`src/rtl/core/deq_pkg.sv`:
```
`timescale 1ns / 1ps
`default_nettype none
// ----------------------------------------------------------------------------
// deq_pkg
// Shared request, status and sequencer types for the double-ended queue.
// ----------------------------------------------------------------------------
package deq_pkg;

  localparam int WORD_W = 32;  // width of the data word on both channels
  localparam int POS_W  = 4;   // width of the read position
  localparam int LEN_W  = 5;   // width of the reported length

  typedef enum logic [1:0] {
    REQ_PUT    = 2'd0,
    REQ_TAKE   = 2'd1,
    REQ_READ   = 2'd2,
    REQ_REMOVE = 2'd3
  } req_t;

  typedef enum logic [2:0] {
    STAT_OK        = 3'd0,
    STAT_EMPTY     = 3'd1,
    STAT_FULL      = 3'd2,
    STAT_BAD_INDEX = 3'd3,
    STAT_NOT_FOUND = 3'd4
  } status_t;

  typedef enum logic [2:0] {
    S_IDLE,
    S_DECODE,
    S_FETCH,
    S_SCAN,
    S_CMP,
    S_SHIFT_RD,
    S_SHIFT_WR,
    S_DONE
  } state_t;

  typedef struct packed {
    logic [WORD_W-1:0] word;
    status_t           status;
    logic [LEN_W-1:0]  length;
  } result_t;

endpackage
`default_nettype wire

```
`src/rtl/core/double_ended_queue.sv`:
```
`timescale 1ns / 1ps
`default_nettype none
// ----------------------------------------------------------------------------
// double_ended_queue
// Bounded double-ended queue of words with put, take, indexed read and
// remove-by-value at either end.
// ----------------------------------------------------------------------------
// Usage: a request item enters on the s_axis channel and exactly one result
// item leaves on the m_axis channel for each request, in order. The request
// names an operation and an end; the result carries the word taken, read or
// removed (zero on a put or an error), a status code and the length held
// after the request.
// The words live in a circular store with a single access per cycle, walked
// by a small sequencer. A put is written in S_DECODE and reported from S_DONE;
// a take or read is issued in S_DECODE and its word captured in S_FETCH; an
// empty, full or bad-index request goes from S_DECODE straight to S_DONE. A
// remove reads words from the chosen end in S_SCAN and compares them in S_CMP
// until one matches, then closes the gap through S_SHIFT_RD and S_SHIFT_WR,
// moving each word between the match and the tail one slot toward the head.
// One request is in work at a time; s_axis_tready is low from acceptance
// until the result is handed to the output register and rises the cycle after.
// Reset (rst, synchronous, active high) empties the queue and drops any
// pending result. The store itself is not cleared; only words below the
// current length are ever read. When the receiver stalls, the result waits
// in the output register and the next request may still be accepted and
// worked on; its result waits until the register is free.
// ----------------------------------------------------------------------------
module double_ended_queue
  import deq_pkg::*;
#(
  parameter int DEPTH  = 16,
  parameter int DATA_W = 32
) (
  input  wire logic        clk,
  input  wire logic        rst,
  input  wire logic        s_axis_tvalid,
  output logic             s_axis_tready,
  input  wire logic [39:0] s_axis_tdata,   // data_value[31:0], position[35:32], zero pad
  input  wire logic [2:0]  s_axis_tuser,   // req_type[1:0], from_tail[2]
  output logic             m_axis_tvalid,
  input  wire logic        m_axis_tready,
  output logic      [39:0] m_axis_tdata,   // out_word[31:0], length[36:32], zero pad
  output logic      [2:0]  m_axis_tuser    // status[2:0]
);

  // Stored word width: requests carry at most WORD_W bits.
  localparam int SW = (DATA_W < WORD_W) ? DATA_W : WORD_W;
  localparam int AW = (DEPTH > 1) ? $clog2(DEPTH) : 1;
  localparam int CW = $clog2(DEPTH + 1);

  logic          res_valid;
  logic          res_ready;
  result_t       result;
  result_t       out_q;
  logic          mem_wr_en, mem_rd_en;
  logic [AW-1:0] mem_addr;
  logic [SW-1:0] mem_wr_data, mem_rd_data;

  deq_seq #(
    .DEPTH (DEPTH),
    .SW    (SW),
    .AW    (AW),
    .CW    (CW)
  ) u_seq (
    .clk         (clk),
    .rst         (rst),
    .req_valid   (s_axis_tvalid),
    .req_ready   (s_axis_tready),
    .req_type    (req_t'(s_axis_tuser[1:0])),
    .from_tail   (s_axis_tuser[2]),
    .data_value  (s_axis_tdata[SW-1:0]),
    .position    (s_axis_tdata[WORD_W +: POS_W]),
    .res_valid   (res_valid),
    .res_ready   (res_ready),
    .result      (result),
    .mem_wr_en   (mem_wr_en),
    .mem_rd_en   (mem_rd_en),
    .mem_addr    (mem_addr),
    .mem_wr_data (mem_wr_data),
    .mem_rd_data (mem_rd_data)
  );

  deq_mem #(
    .DEPTH (DEPTH),
    .WIDTH (SW),
    .AW    (AW)
  ) u_mem (
    .clk     (clk),
    .wr_en   (mem_wr_en),
    .rd_en   (mem_rd_en),
    .addr    (mem_addr),
    .wr_data (mem_wr_data),
    .rd_data (mem_rd_data)
  );

  // Output register: free when empty or being drained this cycle.
  assign res_ready = !m_axis_tvalid || m_axis_tready;

  always_ff @(posedge clk) begin
    if (rst) begin
      m_axis_tvalid <= 1'b0;
    end else if (res_ready) begin
      m_axis_tvalid <= res_valid;
    end
  end

  always_ff @(posedge clk) begin
    if (res_ready && res_valid) begin
      out_q <= result;
    end
  end

  assign m_axis_tdata = {3'b000, out_q.length, out_q.word};
  assign m_axis_tuser = out_q.status;

endmodule
`default_nettype wire

```
`src/rtl/core/deq_mem.sv`:
```
`timescale 1ns / 1ps
`default_nettype none
// ----------------------------------------------------------------------------
// deq_mem
// Word storage of the queue: one write and one registered read per cycle, on one shared address.
// ----------------------------------------------------------------------------
module deq_mem #(
  parameter int DEPTH = 16,
  parameter int WIDTH = 32,
  parameter int AW    = 4
) (
  input  wire logic             clk,
  input  wire logic             wr_en,
  input  wire logic             rd_en,
  input  wire logic [AW-1:0]    addr,
  input  wire logic [WIDTH-1:0] wr_data,
  output logic      [WIDTH-1:0] rd_data
);

  logic [WIDTH-1:0] mem [DEPTH];

  always_ff @(posedge clk) begin
    if (wr_en) begin
      mem[addr] <= wr_data;
    end
  end

  always_ff @(posedge clk) begin
    if (rd_en) begin
      rd_data <= mem[addr];
    end
  end

endmodule
`default_nettype wire

```
`src/rtl/core/deq_addr.sv`:
```
`timescale 1ns / 1ps
`default_nettype none
// ----------------------------------------------------------------------------
// deq_addr
// Maps a position counted from the head onto a slot of the circular store.
// ----------------------------------------------------------------------------
module deq_addr #(
  parameter int DEPTH = 16,
  parameter int AW    = 4
) (
  input  wire logic [AW-1:0] head,
  input  wire logic [AW-1:0] lidx,
  output logic      [AW-1:0] phys
);

  logic [AW:0] sum;

  always_comb begin
    sum = {1'b0, head} + {1'b0, lidx};
    if (sum >= (AW+1)'(DEPTH)) begin
      sum = sum - (AW+1)'(DEPTH);
    end
    phys = sum[AW-1:0];
  end

endmodule
`default_nettype wire

```
`src/rtl/core/deq_seq.sv`:
```
`timescale 1ns / 1ps
`default_nettype none
// ----------------------------------------------------------------------------
// deq_seq
// Request sequencer: head pointer, count, search and gap-closing loops.
// ----------------------------------------------------------------------------
module deq_seq
  import deq_pkg::*;
#(
  parameter int DEPTH = 16,
  parameter int SW    = 32,
  parameter int AW    = 4,
  parameter int CW    = 5
) (
  input  wire logic              clk,
  input  wire logic              rst,
  input  wire logic              req_valid,
  output logic                   req_ready,
  input  wire req_t              req_type,
  input  wire logic              from_tail,
  input  wire logic [SW-1:0]     data_value,
  input  wire logic [POS_W-1:0]  position,
  output logic                   res_valid,
  input  wire logic              res_ready,
  output result_t                result,
  output logic                   mem_wr_en,
  output logic                   mem_rd_en,
  output logic      [AW-1:0]     mem_addr,
  output logic      [SW-1:0]     mem_wr_data,
  input  wire logic [SW-1:0]     mem_rd_data
);

  localparam int LW = (CW > POS_W) ? CW : POS_W;

  state_t           state, state_next;
  logic [AW-1:0]    hd;
  logic [CW-1:0]    cnt;
  logic [AW-1:0]    j;
  req_t             op;
  logic             tail;
  logic [SW-1:0]    val;
  logic [POS_W-1:0] pos;
  logic [SW-1:0]    word;
  status_t          stat;

  logic [CW-1:0]    cnt_m1;
  logic [AW-1:0]    last_idx;
  logic [AW-1:0]    hd_inc, hd_dec, j_inc;
  logic [LW-1:0]    pos_w, tail_pos;
  logic             full, bad_pos, hit, last_scan;
  logic [AW-1:0]    scan_k, read_idx, lidx, phys;
  logic             put_head;

  assign cnt_m1    = cnt - CW'(1);
  assign last_idx  = cnt_m1[AW-1:0];
  assign hd_inc    = (hd == AW'(DEPTH - 1)) ? '0 : hd + AW'(1);
  assign hd_dec    = (hd == '0) ? AW'(DEPTH - 1) : hd - AW'(1);
  assign j_inc     = j + AW'(1);
  assign full      = (cnt == CW'(DEPTH));
  assign pos_w     = LW'(pos);
  assign tail_pos  = LW'(cnt_m1) - pos_w;
  assign bad_pos   = (pos_w >= LW'(cnt));
  assign read_idx  = tail ? tail_pos[AW-1:0] : pos_w[AW-1:0];
  assign scan_k    = tail ? (last_idx - j) : j;
  assign last_scan = (j == last_idx);
  assign hit       = (mem_rd_data == val);
  assign put_head  = (state == S_DECODE) && (op == REQ_PUT) && !tail;

  deq_addr #(
    .DEPTH (DEPTH),
    .AW    (AW)
  ) u_addr (
    .head (hd),
    .lidx (lidx),
    .phys (phys)
  );

  // Next state.
  always_comb begin
    state_next = state;
    unique case (state)
      S_IDLE: begin
        if (req_valid) begin
          state_next = S_DECODE;
        end
      end
      S_DECODE: begin
        if (op == REQ_PUT || cnt == '0) begin
          state_next = S_DONE;
        end else if (op == REQ_REMOVE) begin
          state_next = S_SCAN;
        end else if (op == REQ_READ && bad_pos) begin
          state_next = S_DONE;
        end else begin
          state_next = S_FETCH;
        end
      end
      S_FETCH:    state_next = S_DONE;
      S_SCAN:     state_next = S_CMP;
      S_CMP: begin
        if (hit) begin
          state_next = (scan_k != last_idx) ? S_SHIFT_RD : S_DONE;
        end else begin
          state_next = last_scan ? S_DONE : S_SCAN;
        end
      end
      S_SHIFT_RD: state_next = S_SHIFT_WR;
      S_SHIFT_WR: state_next = (j_inc != last_idx) ? S_SHIFT_RD : S_DONE;
      S_DONE: begin
        if (res_ready) begin
          state_next = S_IDLE;
        end
      end
      default:    state_next = S_IDLE;
    endcase
  end

  // Outputs: storage access and handshakes.
  always_comb begin
    lidx        = '0;
    mem_wr_en   = 1'b0;
    mem_rd_en   = 1'b0;
    mem_wr_data = val;
    unique case (state)
      S_DECODE: begin
        if (op == REQ_PUT) begin
          mem_wr_en = !full;
          lidx      = cnt[AW-1:0];
        end else if (cnt != '0) begin
          if (op == REQ_TAKE) begin
            mem_rd_en = 1'b1;
            lidx      = tail ? last_idx : '0;
          end else if (op == REQ_READ) begin
            mem_rd_en = !bad_pos;
            lidx      = read_idx;
          end
        end
      end
      S_SCAN: begin
        mem_rd_en = 1'b1;
        lidx      = scan_k;
      end
      S_SHIFT_RD: begin
        mem_rd_en = 1'b1;
        lidx      = j_inc;
      end
      S_SHIFT_WR: begin
        mem_wr_en   = 1'b1;
        lidx        = j;
        mem_wr_data = mem_rd_data;
      end
      default: begin
      end
    endcase
    mem_addr = put_head ? hd_dec : phys;
  end

  assign req_ready     = (state == S_IDLE);
  assign res_valid     = (state == S_DONE);
  assign result.word   = WORD_W'(word);
  assign result.status = stat;
  assign result.length = LEN_W'(cnt);

  // Control state.
  always_ff @(posedge clk) begin
    if (rst) begin
      state <= S_IDLE;
      hd    <= '0;
      cnt   <= '0;
      j     <= '0;
    end else begin
      state <= state_next;
      unique case (state)
        S_DECODE: begin
          j <= '0;
          if (op == REQ_PUT && !full) begin
            cnt <= cnt + CW'(1);
            if (!tail) begin
              hd <= hd_dec;
            end
          end
        end
        S_FETCH: begin
          if (op == REQ_TAKE) begin
            cnt <= cnt_m1;
            if (!tail) begin
              hd <= hd_inc;
            end
          end
        end
        S_CMP: begin
          if (hit) begin
            if (scan_k != last_idx) begin
              j <= scan_k;
            end else begin
              cnt <= cnt_m1;
            end
          end else if (!last_scan) begin
            j <= j_inc;
          end
        end
        S_SHIFT_WR: begin
          j <= j_inc;
          if (j_inc == last_idx) begin
            cnt <= cnt_m1;
          end
        end
        default: begin
        end
      endcase
    end
  end

  // Request and result payload.
  always_ff @(posedge clk) begin
    unique case (state)
      S_IDLE: begin
        if (req_valid) begin
          op   <= req_type;
          tail <= from_tail;
          val  <= data_value;
          pos  <= position;
        end
      end
      S_DECODE: begin
        word <= '0;
        if (op == REQ_PUT) begin
          stat <= full ? STAT_FULL : STAT_OK;
        end else if (cnt == '0) begin
          stat <= STAT_EMPTY;
        end else if (op == REQ_READ && bad_pos) begin
          stat <= STAT_BAD_INDEX;
        end else begin
          stat <= STAT_OK;
        end
      end
      S_FETCH: begin
        word <= mem_rd_data;
      end
      S_CMP: begin
        if (hit) begin
          word <= mem_rd_data;
        end else if (last_scan) begin
          stat <= STAT_NOT_FOUND;
        end
      end
      default: begin
      end
    endcase
  end

endmodule
`default_nettype wire

```
`config.mk`:
```
export PLATFORM = sky130hd
export DESIGN_NAME = double_ended_queue
export DESIGN_NICKNAME = d
export VERILOG_FILES = /design/src/rtl/core/deq_pkg.sv /design/src/rtl/core/double_ended_queue.sv /design/src/rtl/core/deq_mem.sv /design/src/rtl/core/deq_addr.sv /design/src/rtl/core/deq_seq.sv
export SDC_FILE = /design/constraint.sdc
export NUM_CORES = 1
export LEC_CHECK = 0
export ABC_AREA = 1
export BUFFER_PORTS_ARGS = -buffer_cell sky130_fd_sc_hd__buf_4
export CORE_AREA = 3 3 259 312
export CTS_CLUSTER_DIAMETER = 200
export DETAILED_ROUTE_END_ITERATION = 16
export DIE_AREA = 0 0 262 315
export GPL_TIMING_DRIVEN = 0
export PLACE_DENSITY = 0.58
export SYNTH_ARGS = -nofsm -noshare
export SYNTH_HDL_FRONTEND = slang
export SYNTH_HIERARCHICAL = 1
export SYNTH_SLANG_ARGS = --single-unit
```
`constraint.sdc`:
```
create_clock -name clk -period 14.7 [get_ports clk]
set_input_delay 0.735 -clock clk [delete_from_list [all_inputs] [get_ports clk]]
set_output_delay 0.735 -clock clk [all_outputs]
set_load 0.005 [all_outputs]
```
-- Word level (Yosys, flattened, before mapping)
Memory sizes are Yosys's and may differ from the RTL's. A register that Yosys moved wholly into a read port is not among the register bits.
Cells that the tools add are included.
- RAM bits: 512
- input port bits: 47
- logic and storage cells: 141
- register bits after elaboration: 131
- memories: 1
- memory list (memory ; words ; bits a word ; rd ports ; clocked after Yosys merged registers in ; wr ports ; line ; text):
    u_mem.mem ; 16 ; 32 ; 1 ; 1 ; 1 ; deq_mem.sv:20 ; logic [WIDTH-1:0] mem [DEPTH];
- multiplexer cells: 56
- $add $sub $neg: 9
- magnitude comparators: 2
- eq/ne operators: 30
- reductions and logical operators: 29
- operator list (cell ; number):
    32-bit one-hot mux with 3 select lines ; 1
    4-bit 2-to-1 mux ; 18
    32-bit 2-to-1 mux ; 2
    3-bit 2-to-1 mux ; 11
    32-bit == test ; 1
    5-bit 2-to-1 mux ; 5
    3-bit one-hot mux with 8 select lines ; 1
    5-bit one-hot mux with 4 select lines ; 1
    4-bit one-hot mux with 4 select lines ; 1
    3-bit == test, second input constant ; 4
    2-bit inequality test, second input constant ; 6
    4-bit one-hot mux with 3 select lines ; 1
    2-bit by 1-bit inequality test with 1-bit output, second input constant ; 5
    4-bit by 1-bit adder with 4-bit output, second input constant ; 2
    4-bit == test ; 2
    2-bit 2-to-1 mux ; 4
    4-bit inequality test ; 2
    4-bit one-hot mux with 2 select lines ; 1
    4-bit by 1-bit subtractor with 4-bit output, second input constant ; 2
    4-bit subtractor ; 2
    1-bit 2-to-1 mux ; 7
    3-bit by 2-bit == test with 1-bit output, second input constant ; 2
    3-bit one-hot mux with 2 select lines ; 1
    2-bit AND reduction ; 3
    28 further kinds ; 41

-- Depth between registers and ports, before layout
- depth after elaboration: 12
- depth in mapped cells: 30
- depth with buffers taken out: 29

-- Modules after synthesis
Netlist, hierarchy kept.
- modules (own cells, without submodules) (module ; cells an instance ; area each (um2) ; seq. area each (um2) ; instances):
    deq_mem ; 2113 ; 22534.1 ; 16335.7 ; 1
    deq_seq ; 658 ; 5541.6 ; 2542.4 ; 1
    double_ended_queue ; 50 ; 1275.0 ; 1221.2 ; 1
    deq_addr ; 19 ; 122.6 ; 0.0 ; 1

-- Least setup slack after synthesis
No wires, ideal clock.
- path kind: register -> register
- start: register u_seq.cnt[0]
- end: memory u_mem.mem[4][0] (enable)
- clock period less this slack: 5.246 ns
- cell stages (with the launch flop): 17
- arrival time: 4.825 ns
- data required time: 14.279 ns
- path slack: 9.454 ns
- cells stage by stage: dfxtp_1 -> inv_2 -> ha_1 -> fa_1 -> nand2_1 -> o21ai_0 -> o221ai_1 -> a221o_1 -> fa_1 -> xor2_1 -> nand2_1 -> o21ai_1 -> inv_1 -> nor2_1 -> buf_2 -> inv_1 -> nor2_1
- cells in the longest elaborated chain, start to end: 12
- elaborated cells on any way between the ends: 23
- RTL lines (item ; line ; text):
    start: declaration ; deq_seq.sv:37 ; logic [CW-1:0] cnt;
    start signal: assignment ; deq_seq.sv:177 ; cnt <= cnt + CW'(1);
    start signal: assignment ; deq_seq.sv:185 ; cnt <= cnt_m1;
    start signal: assignment ; deq_seq.sv:196 ; cnt <= cnt_m1;
    5-bit by 1-bit subtractor with 5-bit output ; deq_seq.sv:54 ; assign cnt_m1 = cnt - CW'(1);
    4-bit subtractor ; deq_seq.sv:61 ; assign tail_pos = LW'(cnt_m1) - pos_w;
    4-bit 2-to-1 mux ; deq_seq.sv:63 ; assign read_idx = tail ? tail_pos[AW-1:0] : pos_w[AW-1:0];
    4-bit 2-to-1 mux ; deq_seq.sv:133 ; end else if (op == REQ_READ) begin
    4-bit 2-to-1 mux ; deq_seq.sv:130 ; if (op == REQ_TAKE) begin
    4-bit 2-to-1 mux ; deq_seq.sv:129 ; end else if (cnt != '0) begin
    4-bit 2-to-1 mux ; deq_seq.sv:126 ; if (op == REQ_PUT) begin
    4-bit one-hot mux with 4 select lines (*) ; deq_seq.sv:124 ; unique case (state)
    net u_seq.lidx[1] ; deq_seq.sv:51 ; logic [AW-1:0] scan_k, read_idx, lidx, phys;
    4-bit by 4-bit adder with 5-bit output (*) ; deq_addr.sv:19 ; sum = {1'b0, head} + {1'b0, lidx};
    4-bit by 1-bit subtractor with 4-bit output or 5-bit greater-or-equal comparator (tied branches) ; deq_addr.sv:21, deq_addr.sv:20 ;
    4-bit 2-to-1 mux (*) ; deq_addr.sv:20 ; if (sum >= (AW+1)'(DEPTH)) begin
    net u_seq.phys[2] ; deq_seq.sv:51 ;
    4-bit 2-to-1 mux (*) ; deq_seq.sv:155 ; mem_addr = put_head ? hd_dec : phys;
    net mem_addr[2] ; double_ended_queue.sv:56 ; logic [AW-1:0] mem_addr;
    end: declaration ; deq_mem.sv:20 ;
Mark *: on every way through the listed nets, which the timed path passes. The rest lies on a longest branch.

-- Worst setup path in the final report
- start: register u_seq.cnt[0]
- end: memory u_mem.mem[0][11] (enable)
Same word-level chain as after synthesis.

==> results by group <==
Power
  • LEAKAGE: 0.0144 uW
  • Total power: 7660 uW
  • Power per Cell Area: 221 nW/um^2
  • Peak supply drop: 0.133 mV

Worst hold path
  • Hold Crit Class: input port to flop

Cells and area
  • Final Instance Area: 34600 um^2
  • Filler cell count: 7283
  • P&R area growth vs syn: 17.4%
  • Final net count: 3121
  • Layout cell share with drive strength beyond 1: 13.2%
  • Reg area: 20100 um^2
  • Area of the multi-input gates: 8040 um^2
  • Fin cells: 4131

Die
  • Core ar.: 77900 um^2
  • # IOs: 92
  • Die width: 262 um
  • Initial Util: 37.8%
  • Rows: 112
  • DIE HEIGHT: 315 um
  • Die Area: 82500 um^2

Clock network
  • Root Driver: clkbuf_16
  • CTS H-tree lvls: 3
  • Post-CTS Hold Buffers: 0
  • CTS Sinks: 675
  • Setup bufs post-CTS: 0
  • Number of gates resized after cts: 0
  • CTS max path bufs: 3
  • Num CTS Buffers: 68
  • Clock slew at reported path FFs: 0.07 ns
  • Worst skew pair latency: 0.61 ns
  • TritonCTS clock tree: yes

Timing
  • Pins Over Slew Limit: 0
  • Slew @ Worst Pin: 1.28 ns
  • Setup TNS: 0 ns
  • # setup viols final: 0
  • Unrepaired setup endpoints after global routing: false
  • Final Cycle Share: 42.8%
  • Fin Clk Skew: 0.0155 ns
  • Hold WS: 0.295 ns
  • FMAX: 0.159 GHz
  • Final Hold Viols: 0
  • Rel. slew slack: 14.4%
  • Minimum clock period: 6.29 ns

Critical path
  • Critical path launch point type: flop
  • Critical Path AT: 6.60 ns
  • Slowest stage cell on the critical path: nor2_4
  • CP Data Required Time: 15.00 ns
  • CP endpoint kind: flop
  • Crit Path Max Fanout: 19
  • Max stage delay on crit path: 0.82 ns
  • Cells along the critical path: inv_2, ha_1, inv_1, fa_1, o21ai_0, o21ai_0, a221o_1, fa_1, xor2_1, nand2_1, o21ai_1, nor2_1, buf_2, inv_1, nor2_4, buf_16
  • CP Class: flop to flop

Drt
  • Pre-Repair DR Iteration Count: 5
  • Antenna Nets Post-Route: 0
  • Via density: 4.77
  • WL/cell: 19.6 um
  • DRC viols: 0
  • Final WL: 81100 um
  • Vias: 19700
  • DRT iter0 DRCs: 1738

Status
  • Status: completed

Yosys
  • Post-synth EDFFs: 658
  • Mapped Area: 29500 um^2
  • Synth area leaders: edfxtp_1, nand2_1, inv_1
  • Cells after synthesis: 2840
  • Most common cell in the netlist: nand2_1
  • Async SR Flop Fraction: 0%
  • Fraction of the yosys area taken by sequential cells: 68.2%
  • Ys flop type: edfxtp_1
  • Count of cell types in the netlist: 53
  • Syn Area/Cell: 10.4 um^2
  • Synth area leader: edfxtp_1
  • Synth Warn #: 6
  • Top cell type's share of synthesized area: 67.0%
  • Top post-synthesis cells by count: nand2_1, edfxtp_1, inv_1
  • Register bit total from synthesis: 675

Global route
  • GRT Util Overall: 19.6%
  • Initial antenna violation count: 1
  • First-pass GRT wire length: 119000 um
  • Overflow after GRT: 0
  • Vias in the first global route: 19000
  • Largest net degree at the start of global routing: 24

Placement
  • HPWL after DPL: 55600 um
  • Placed Cells: 4007
  • IO buf count: 84
  • Gp weighted congestion: 0.857
  • Post-DP Area: 32300 um^2

Job
  • Max-cap violations: 0
## cell families after synthesis
| kind of cell | synth area share [%] |
|---|---|
| and+or+nand+nor | 22.6 |
| DFF | 68.2 |
| buffers and inverters | 5.02 |
| AOI/OAI and AO/OA | 2.04 |
| xor gates and xnor gates | 1.07 |
| adders and majority gates | 1.05 |
| other | 0.0127 |
## worst max-delay path: cells and delay by family (launching register included)
family          cells  cell delay (ns)
simple gates        3             1.56
fa+ha+maj           3             1.39
buf+inv             5             1.24
compound gates      4             1.00
flops               1             0.59
xor+xnor            1             0.17
## sequential cells by signal, indices dropped and copies added, names as in the netlist, 4 cells and up
name / flops
u_seq/cnt: 5
u_seq/pos: 4
m_axis_tdata: 37
u_seq/hd: 4
u_seq/word: 32
u_seq/val: 32
u_mem/rd_data: 32
u_mem/mem: 512
u_seq/j: 4
## power breakdown
| part | total, uW | switching (uW) | internal, uW |
|---|---|---|---|
| registers | 2620 | 102 | 2520 |
| clock network | 1790 | 726 | 1070 |
| logic | 3250 | 2300 | 947 |
## layout by cell type (no fill, tap or decap), drive strengths merged, types with 2 or more instances in the layout
master | netlist | final
nand2 | 1552 | 1552
edfxtp | 658 | 658
buf | 96 | 235
inv | 181 | 181
nor2 | 104 | 104
clkbuf | 18 | 104
o21ai | 64 | 64
nand3 | 30 | 30
clkinv | 2 | 27
xnor2 | 21 | 21
ha | 20 | 20
a21oi | 20 | 20
dfxtp | 17 | 17
xor2 | 13 | 13
bufinv | 0 | 9
nor3 | 8 | 8
nand4 | 8 | 8
conb | 1 | 3
clkinvlp | 0 | 3
a211oi | 3 | 3
a31oi | 3 | 3
fa | 3 | 3
or2 | 3 | 3
o211ai | 2 | 2
o22ai | 2 | 2
a311oi | 2 | 2
a22oi | 2 | 2
## path summary, 6_finish.rpt
path | start | end | slack (ns) | cells after the start
min reg2reg | u_seq/word[14]$_SDFFCE_PN0P_ | m_axis_tdata[14]$_DFFE_PP_ | 0.40 | 0
max | u_seq/cnt[0]$_SDFFE_PP0P_ | u_mem/mem[0][11]$_DFFE_PP_ | 8.41 | 16
max reg2reg | u_seq/cnt[0]$_SDFFE_PP0P_ | u_mem/mem[0][11]$_DFFE_PP_ | 8.41 | 16
min | rst | m_axis_tvalid$_SDFFE_PP0P_ | 0.30 | 2
## routing by layer
| layer | vias to the layer above | global-route usage [%] | routed length (um) |
|---|---|---|---|
| met3 | 144 | 2.82 | 5180 |
| met1 | 9343 | 24.8 | 32800 |
| met2 | 620 | 34.3 | 40500 |
| li1 | 9610 | - | - |
| met5 | - | 0 | 0 |
| met4 | 0 | 7.09 | 2600 |
## stage by stage
stage               setup slack [ns]  util [%]
detailed placement              8.51      41.5
global placement                6.31      40.3
global route                    8.20      44.4
CTS                             8.48      44.4
floorplan                       9.45         -
finish                          8.41      44.4
## cell type report
cell class / instances / area share [%]
timing repair buffer: 139 / 4.03
tap: 1026 / 3.71
antenna: 1 / 0.00723
clock buffer: 86 / 5.45
inverter: 183 / 2.04
multi-input combinational: 1869 / 23.2
buffer: 115 / 2.23
sequential: 675 / 58.1
clock inverter: 37 / 1.21
No activity file was read; power rests on OpenSTA's default activity.
